`config.mk`:
```
export PLATFORM = sky130hd
export DESIGN_NAME = spi_tx_rx_ring_buffers_core
export DESIGN_NICKNAME = d
export VERILOG_FILES = /design/src/rtl/spi_trb_pkg.sv /design/src/rtl/spi_trb_ram.sv /design/src/rtl/spi_tx_rx_ring_buffers_core.sv
export VERILOG_INCLUDE_DIRS = /design/src /design/src/rtl
export SDC_FILE = /design/constraint.sdc
export NUM_CORES = 1
export LEC_CHECK = 0
export BUFFER_PORTS_ARGS = -buffer_cell sky130_fd_sc_hd__buf_2
export CORE_MARGIN = 2
export CORE_UTILIZATION = 45
export DETAILED_ROUTE_END_ITERATION = 10
export PLACE_DENSITY_LB_ADDON = 0.15
export SYNTH_ARGS = -nofsm -noshare
export SYNTH_HDL_FRONTEND = slang
export SYNTH_SLANG_ARGS = --single-unit
```
`constraint.sdc`:
```
create_clock -name clk -period 4.5 [get_ports clk]
set_input_delay 0.45 -clock clk [delete_from_list [all_inputs] [get_ports clk]]
set_output_delay 0.45 -clock clk [all_outputs]
set_load 0.05 [all_outputs]
```
`src/rtl/spi_tx_rx_ring_buffers_core_assert.svh`:
```
// ----------------------------------------------------------------------------
// spi_tx_rx_ring_buffers_core assertion macros
// clocked on clk, disabled while arst_n is low
// ----------------------------------------------------------------------------
`ifndef SPI_TX_RX_RING_BUFFERS_CORE_ASSERT_SVH
`define SPI_TX_RX_RING_BUFFERS_CORE_ASSERT_SVH

// same-cycle implication
`define SPI_TRB_ASSERT_NOW(label, ante, cons, msg) \
	label: assert property (@(posedge clk) disable iff (!arst_n) (ante) |-> (cons)) \
		else $error(msg);

// plain invariant
`define SPI_TRB_ASSERT_ALWAYS(label, cond, msg) \
	`SPI_TRB_ASSERT_NOW(label, 1'b1, cond, msg)

`endif

```
`src/rtl/spi_trb_pkg.sv`:
```
// ----------------------------------------------------------------------------
// spi_trb_pkg
// shared constants and types for the spi transmit and receive ring buffers
// ----------------------------------------------------------------------------
package spi_trb_pkg;

	localparam int QUEUE_DEPTH = 16;
	localparam int IDX_W       = $clog2(QUEUE_DEPTH);
	localparam int CNT_W       = $clog2(QUEUE_DEPTH + 1);

	typedef enum logic [1:0] {
		OP_SEND = 2'd0,
		OP_POP  = 2'd1,
		OP_DONE = 2'd2
	} op_t;

	typedef enum logic [2:0] {
		ST_OK             = 3'd0,
		ST_SEND_FULL      = 3'd1,
		ST_READ_EMPTY     = 3'd2,
		ST_RECV_OVERWRITE = 3'd3,
		ST_NOTHING_QUEUED = 3'd4
	} status_t;

	function automatic logic [IDX_W-1:0] next_idx(input logic [IDX_W-1:0] idx);
		next_idx = (idx == IDX_W'(QUEUE_DEPTH - 1)) ? '0 : idx + IDX_W'(1);
	endfunction

endpackage

```
`src/rtl/spi_trb_ram.sv`:
```
// ----------------------------------------------------------------------------
// spi_trb_ram
// simple dual port ram, one write port, one registered read port
// ----------------------------------------------------------------------------
module spi_trb_ram #(
	parameter int WIDTH = 8,
	parameter int DEPTH = 16,
	parameter int AW    = $clog2(DEPTH)
) (
	input  logic             clk,
	input  logic             we,
	input  logic [AW-1:0]    waddr,
	input  logic [WIDTH-1:0] wdata,
	input  logic             re,
	input  logic [AW-1:0]    raddr,
	output logic [WIDTH-1:0] rdata
);

	logic [WIDTH-1:0] mem [DEPTH];

	always_ff @(posedge clk) begin
		if (we) begin
			mem[waddr] <= wdata;
		end
	end

	always_ff @(posedge clk) begin
		if (re) begin
			rdata <= mem[raddr];
		end
	end

endmodule

```
`src/rtl/spi_tx_rx_ring_buffers_core.sv`:
```
// ----------------------------------------------------------------------------
// spi_tx_rx_ring_buffers_core
// send and receive byte queues around a byte-wide spi shifter
// ----------------------------------------------------------------------------
// channel | valid     | stall     | payload
// in      | in_valid  | in_stall  | opcode, data, last_of_burst
// out     | out_valid | out_stall | status, read_byte, shift_load_valid,
//         |           |           | shift_load_byte, send_count, recv_count
//
// one transaction per cycle while not stalled; results leave the output register
// queue pointers and counts update at accept, ram read lands in the read stage
// reset clears pointers, counts and burst flags; ram contents are not cleared
// a stalled result waits in the output register while one more transaction
// is taken into the read stage
// ----------------------------------------------------------------------------
`include "spi_tx_rx_ring_buffers_core_assert.svh"

module spi_tx_rx_ring_buffers_core
	import spi_trb_pkg::*;
(
	input  logic       clk,
	input  logic       arst_n,
	input  logic       in_valid,
	output logic       in_stall,
	input  logic [1:0] opcode,
	input  logic [7:0] data,
	input  logic       last_of_burst,
	output logic       out_valid,
	input  logic       out_stall,
	output logic [2:0] status,
	output logic [7:0] read_byte,
	output logic       shift_load_valid,
	output logic [7:0] shift_load_byte,
	output logic [4:0] send_count,
	output logic [4:0] recv_count
);

	// queue state
	logic [IDX_W-1:0] send_head_q, send_tail_q, recv_head_q, recv_tail_q;
	logic [CNT_W-1:0] send_cnt_q, recv_cnt_q;
	logic             burst_open_q, burst_empty_q;

	logic [IDX_W-1:0] send_head_d, send_tail_d, recv_head_d, recv_tail_d;
	logic [CNT_W-1:0] send_cnt_d, recv_cnt_d;
	logic             burst_open_d, burst_empty_d;

	// ram controls
	logic             send_we, send_re, recv_we, recv_re;
	logic [IDX_W-1:0] send_raddr;
	logic [7:0]       send_rdata, recv_rdata;

	// per transaction results
	status_t          st_d;
	logic             pop_d, load_d, fwd_d;

	// read stage
	logic             valid_s1, pop_s1, load_s1, fwd_s1;
	status_t          st_s1;
	logic [7:0]       fwd_byte_s1;
	logic [CNT_W-1:0] send_cnt_s1, recv_cnt_s1;

	// output register
	logic             out_valid_q;
	logic [2:0]       status_q;
	logic [7:0]       read_byte_q, load_byte_q;
	logic             load_valid_q;
	logic [4:0]       send_count_q, recv_count_q;

	logic accept, s1_adv;

	assign s1_adv   = valid_s1 && (!out_valid_q || !out_stall);
	assign in_stall = valid_s1 && out_valid_q && out_stall;
	assign accept   = in_valid && !in_stall;

	always_comb begin
		send_head_d   = send_head_q;
		send_tail_d   = send_tail_q;
		send_cnt_d    = send_cnt_q;
		recv_head_d   = recv_head_q;
		recv_tail_d   = recv_tail_q;
		recv_cnt_d    = recv_cnt_q;
		burst_open_d  = burst_open_q;
		burst_empty_d = burst_empty_q;
		send_we       = 1'b0;
		send_re       = 1'b0;
		send_raddr    = send_head_q;
		recv_we       = 1'b0;
		recv_re       = 1'b0;
		st_d          = ST_OK;
		pop_d         = 1'b0;
		load_d        = 1'b0;
		fwd_d         = 1'b0;
		unique case (op_t'(opcode))
			OP_SEND: begin
				if (!burst_open_q) begin
					burst_empty_d = (send_cnt_q == '0);
				end
				burst_open_d = 1'b1;
				if (send_cnt_q == CNT_W'(QUEUE_DEPTH)) begin
					st_d = ST_SEND_FULL;
				end else begin
					send_we     = 1'b1;
					send_tail_d = next_idx(send_tail_q);
					send_cnt_d  = send_cnt_q + CNT_W'(1);
				end
				if (last_of_burst) begin
					if (burst_empty_d && send_cnt_d != '0) begin
						load_d  = 1'b1;
						send_re = 1'b1;
						// head entry is being written by this same transaction
						fwd_d   = (send_cnt_q == '0);
					end
					burst_open_d  = 1'b0;
					burst_empty_d = 1'b0;
				end
			end
			OP_POP: begin
				if (recv_cnt_q == '0) begin
					st_d = ST_READ_EMPTY;
				end else begin
					pop_d       = 1'b1;
					recv_re     = 1'b1;
					recv_head_d = next_idx(recv_head_q);
					recv_cnt_d  = recv_cnt_q - CNT_W'(1);
				end
			end
			OP_DONE: begin
				recv_we     = 1'b1;
				recv_tail_d = next_idx(recv_tail_q);
				if (recv_cnt_q == CNT_W'(QUEUE_DEPTH)) begin
					recv_head_d = next_idx(recv_head_q);
					st_d        = ST_RECV_OVERWRITE;
				end else begin
					recv_cnt_d = recv_cnt_q + CNT_W'(1);
				end
				if (send_cnt_q == '0) begin
					st_d = ST_NOTHING_QUEUED;
				end else begin
					send_head_d = next_idx(send_head_q);
					send_cnt_d  = send_cnt_q - CNT_W'(1);
					send_raddr  = send_head_d;
					if (send_cnt_d != '0) begin
						load_d  = 1'b1;
						send_re = 1'b1;
					end
				end
			end
			default: begin
			end
		endcase
	end

	spi_trb_ram #(.WIDTH(8), .DEPTH(QUEUE_DEPTH)) u_send_ram (
		.clk   (clk),
		.we    (accept && send_we),
		.waddr (send_tail_q),
		.wdata (data),
		.re    (accept && send_re),
		.raddr (send_raddr),
		.rdata (send_rdata)
	);

	spi_trb_ram #(.WIDTH(8), .DEPTH(QUEUE_DEPTH)) u_recv_ram (
		.clk   (clk),
		.we    (accept && recv_we),
		.waddr (recv_tail_q),
		.wdata (data),
		.re    (accept && recv_re),
		.raddr (recv_head_q),
		.rdata (recv_rdata)
	);

	always_ff @(posedge clk or negedge arst_n) begin
		if (!arst_n) begin
			send_head_q   <= '0;
			send_tail_q   <= '0;
			send_cnt_q    <= '0;
			recv_head_q   <= '0;
			recv_tail_q   <= '0;
			recv_cnt_q    <= '0;
			burst_open_q  <= 1'b0;
			burst_empty_q <= 1'b0;
		end else if (accept) begin
			send_head_q   <= send_head_d;
			send_tail_q   <= send_tail_d;
			send_cnt_q    <= send_cnt_d;
			recv_head_q   <= recv_head_d;
			recv_tail_q   <= recv_tail_d;
			recv_cnt_q    <= recv_cnt_d;
			burst_open_q  <= burst_open_d;
			burst_empty_q <= burst_empty_d;
		end
	end

	always_ff @(posedge clk or negedge arst_n) begin
		if (!arst_n) begin
			valid_s1 <= 1'b0;
		end else if (accept) begin
			valid_s1 <= 1'b1;
		end else if (s1_adv) begin
			valid_s1 <= 1'b0;
		end
	end

	always_ff @(posedge clk) begin
		if (accept) begin
			st_s1       <= st_d;
			pop_s1      <= pop_d;
			load_s1     <= load_d;
			fwd_s1      <= fwd_d;
			fwd_byte_s1 <= data;
			send_cnt_s1 <= send_cnt_d;
			recv_cnt_s1 <= recv_cnt_d;
		end
	end

	always_ff @(posedge clk or negedge arst_n) begin
		if (!arst_n) begin
			out_valid_q <= 1'b0;
		end else if (s1_adv) begin
			out_valid_q <= 1'b1;
		end else if (!out_stall) begin
			out_valid_q <= 1'b0;
		end
	end

	always_ff @(posedge clk) begin
		if (s1_adv) begin
			status_q     <= st_s1;
			read_byte_q  <= pop_s1 ? recv_rdata : 8'd0;
			load_valid_q <= load_s1;
			load_byte_q  <= load_s1 ? (fwd_s1 ? fwd_byte_s1 : send_rdata) : 8'd0;
			send_count_q <= 5'(send_cnt_s1);
			recv_count_q <= 5'(recv_cnt_s1);
		end
	end

	assign out_valid        = out_valid_q;
	assign status           = status_q;
	assign read_byte        = read_byte_q;
	assign shift_load_valid = load_valid_q;
	assign shift_load_byte  = load_byte_q;
	assign send_count       = send_count_q;
	assign recv_count       = recv_count_q;

	`SPI_TRB_ASSERT_ALWAYS(a_send_cnt_range, send_cnt_q <= CNT_W'(QUEUE_DEPTH), "send count overflow")
	`SPI_TRB_ASSERT_ALWAYS(a_recv_cnt_range, recv_cnt_q <= CNT_W'(QUEUE_DEPTH), "recv count overflow")
	`SPI_TRB_ASSERT_NOW(a_send_empty_ptrs, send_cnt_q == '0, send_head_q == send_tail_q, "send pointers disagree")
	`SPI_TRB_ASSERT_NOW(a_recv_empty_ptrs, recv_cnt_q == '0, recv_head_q == recv_tail_q, "recv pointers disagree")
	`SPI_TRB_ASSERT_NOW(a_load_nonempty, valid_s1 && load_s1, send_cnt_s1 != '0, "load from empty send queue")

endmodule
```
==> flow_summary_export.csv <==
group,metric,value,unit
floorplanning,dieArea,0.03747,sq mm
critical_path,path_class,"register to register",
clock_network,path_clk_slew,60,ps
grt,grt_use_met1,30.90,%
floorplanning,initial_core_util,45.58,%
critical_path,startpoint,"send_cnt_q[1]$_DFFE_PN0P_",
timing,whs,11.98,ps
critical_path,cp_max_fo,33,
grt,grt_pass1_vias,10150,
final_layout,antenna_cells,0,
detailed_routing,vias,10380,
synthesis,synth_edf_count,326,
clock_network,htreeDepth,2,
detailed_routing,dr.first_iter.drc_count,1017,
worst_hold_path,hold_class,"input pin to asynchronous set/reset pin",
floorplanning,ios,47,
power_and_ir_drop,leakage,6.320,nW
job,drv_cap,0,
synthesis,synth_cells,1179,
timing,fmax,272.2,MHz
timing,fin_skew,24.95,ps
critical_path,cp-start-kind,"register",
placed_design,hpwlAfterDp,24.91,mm
final_layout,drive_above_1_share,14.44,%
synthesis,synthArstFlopShare,8.427,%
power_and_ir_drop,power.density,606.9,mW/mm^2
placed_design,gp_congestion,0.9036,
detailed_routing,firstDrtPassIters,5,
clock_network,ctsResizeCount,0,
grt,met3_usage,3.400,%
timing,worst_pin_slew,1078,ps
synthesis,syn_area_per_cell,13.72,sq um
status,status,"completed",
critical_path,crit_required,4790,ps
final_layout,layout_commonest_cell,"edfxtp_1",
synthesis,ys_ff_latch,356,
floorplanning,die_w,193.6,microns
timing,rsz0062_at_grt,"no",
clock_network,cts_buffers,40,
grt,antenna_found_initial,0,
grt,grt-busiest-layer,"met2",
critical_path,critPathCaptureType,"register",
detailed_routing,wire_per_inst,23.66,microns
grt,met2_usage,33.15,%
final_layout,finalInstanceArea,0.01818,sq mm
detailed_routing,route.detailed.drc,0,
timing,fin_ws,826.4,ps
clock_network,clkLatencyLatePin,560,ps
placed_design,dpl_cell_area,0.01686,sq mm
synthesis,synth_top_area_share,60.53,%
timing,max_slew_margin,27.83,%
floorplanning,die_y,193.6,microns
synthesis,yosysWarnings,0,
grt,grt_pass1_wl,61.51,mm
synthesis,synth_ff_type,"edfxtp_1",
timing,period_share,81.64,%
clock_network,clock-sinks,356,
synthesis,synth_area_leader_cell,"edfxtp_1",
detailed_routing,wl,40.25,mm
clock_network,postCtsHoldBufs,0,
synthesis,synth_cell_types,64,
clock_network,cts_setup_buffers,0,
grt,grt_max_degree,62,
timing,slew_violations,0,
synthesis,syn-num-nets,1213,
final_layout,finalNetCount,1243,
grt,grt-ovfl-total,0,
clock_network,clockRootBuffer,"clkbuf_16",
grt,grt_usage,21.28,%
synthesis,yosysSeqAreaShare,65.18,%
timing,period_minus_slack,3674,ps
placed_design,place_ws,878.9,ps
floorplanning,num_rows,69,
timing,finalSetupViolCount,0,
final_layout,synthToLayoutAreaGrowth,12.45,%
placed_design,port_buffers,46,
timing,fin_setup_tns,0,ps
timing,hold_viol,0,
critical_path,cp.arrival,3960,ps
floorplanning,core-area,0.03548,sq mm
synthesis,synthTopCellsByArea,"edfxtp_1 (61%), dfrtp_1 (4.6%), mux2i_1 (3.6%)",
detailed_routing,final_antenna_net_count,0,
final_layout,layout_common_cells,"edfxtp_1 (326), nand3_1 (83), nand2_1 (70), a21oi_1 (66), mux2i_1 (58)",
clock_network,clock_path_buffers,3,
clock_network,cts_tree,"yes",
power_and_ir_drop,ir_drop,0.4188,mV
critical_path,r2r_start,"send_cnt_q[1]$_DFFE_PN0P_",
synthesis,syn-cell-area,0.01617,sq mm
detailed_routing,via_per_inst,6.102,
[synth_stat cells, types with 16 or more instances]
| master | n |
|---|---|
| edfxtp_1 | 326 |
| nand3_1 | 83 |
| nand2_1 | 71 |
| a21oi_1 | 66 |
| clkbuf_1 | 58 |
| mux2i_1 | 58 |
| o21ai_0 | 41 |
| and2_1 | 33 |
| dfrtp_1 | 30 |
| a31oi_1 | 26 |
| a211o_1 | 24 |
| a211oi_1 | 23 |
| nor2_1 | 22 |
| o211a_1 | 22 |
| and4_1 | 20 |
| inv_1 | 20 |
| ha_1 | 19 |
| mux4_2 | 16 |
[layer usage]
metal | vias to the layer above | wire length, microns | part of all wire, %
li1 | 4702 | - | -
met1 | 5214 | 18060 | 45
met2 | 401 | 18670 | 46
met3 | 62 | 2683 | 6.7
met4 | 0 | 831 | 2.1
met5 | - | 0 | 0
[critical path: stages, from the launching register on]
cell     delay [ps]
dfrtp_1         440
inv_1           140
ha_1            310
or4b_1          780
buf_12          300
a31oi_2         510
nor3b_1          90
o21ai_0         200
a21oi_1         100
or4_1           520
[area by class of cell]
class / count / area [sq um]
clock buffers: 55 / 1120
flip-flops and latches: 356 / 10540
well taps: 461 / 576.8
inverters: 20 / 75.07
fillers: 2937 / 17300
clock inverters: 18 / 205.2
repair buffers: 75 / 460.4
multi-input cells: 716 / 5205
[sequential cells by signal (all words and copies together), names as in the netlist, 8 cells and up]
| register | count |
|---|---|
| read_byte | 8 |
| u_send_ram.mem | 128 |
| shift_load_byte | 8 |
| u_send_ram.rdata | 8 |
| u_recv_ram.mem | 128 |
| u_recv_ram.rdata | 8 |
| fwd_byte_s1 | 8 |
[report_power, final]
part	switching, W	leakage [nW]	internal, W
Sequential	0.000368	3.36	0.00395
Combinational	0.00215	2.32	0.00128
Clock	0.00131	0.643	0.00198
Total	0.00382	6.32	0.00721
[stage by stage]
step,std cells,utilization (%),power [W]
after CTS,1701,51.25,0.01107
after global placement,1628,47.52,0.007736
after floorplan,1179,-,0.006756
final,1701,51.25,0.01104
after detailed placement,1628,47.52,0.007776
after global routing,1701,51.25,0.01157
[final timing paths]
kind / end / slack [ps] / depth (start not counted)
worst max-delay path: u_send_ram.rdata[6]$_DFFE_PP_ / 830 / 9
worst min-delay path: out_valid$_DFFE_PN0P_ / 10 / 1
worst max register to register: u_send_ram.rdata[6]$_DFFE_PP_ / 830 / 9
worst min register to register: recv_count[1]$_DFFE_PP_ / 420 / 0
max in group asynchronous: send_head_q[0]$_DFFE_PN0P_ / 3910 / 1
min in group clk: valid_s1$_DFFE_PN0P_ / 120 / 2
[cells by family after synthesis]
| family | synth area share, % |
|---|---|
| buffers and inverters | 2.816 |
| adder cells (fa/ha/maj) | 1.470 |
| AND/OR/NAND/NOR | 10.45 |
| AO/OA/AOI/OAI | 12.74 |
| XOR/XNOR | 0.4875 |
| flip-flops | 65.18 |
| multiplexers | 6.863 |
(Power assumes the default switching activity.)
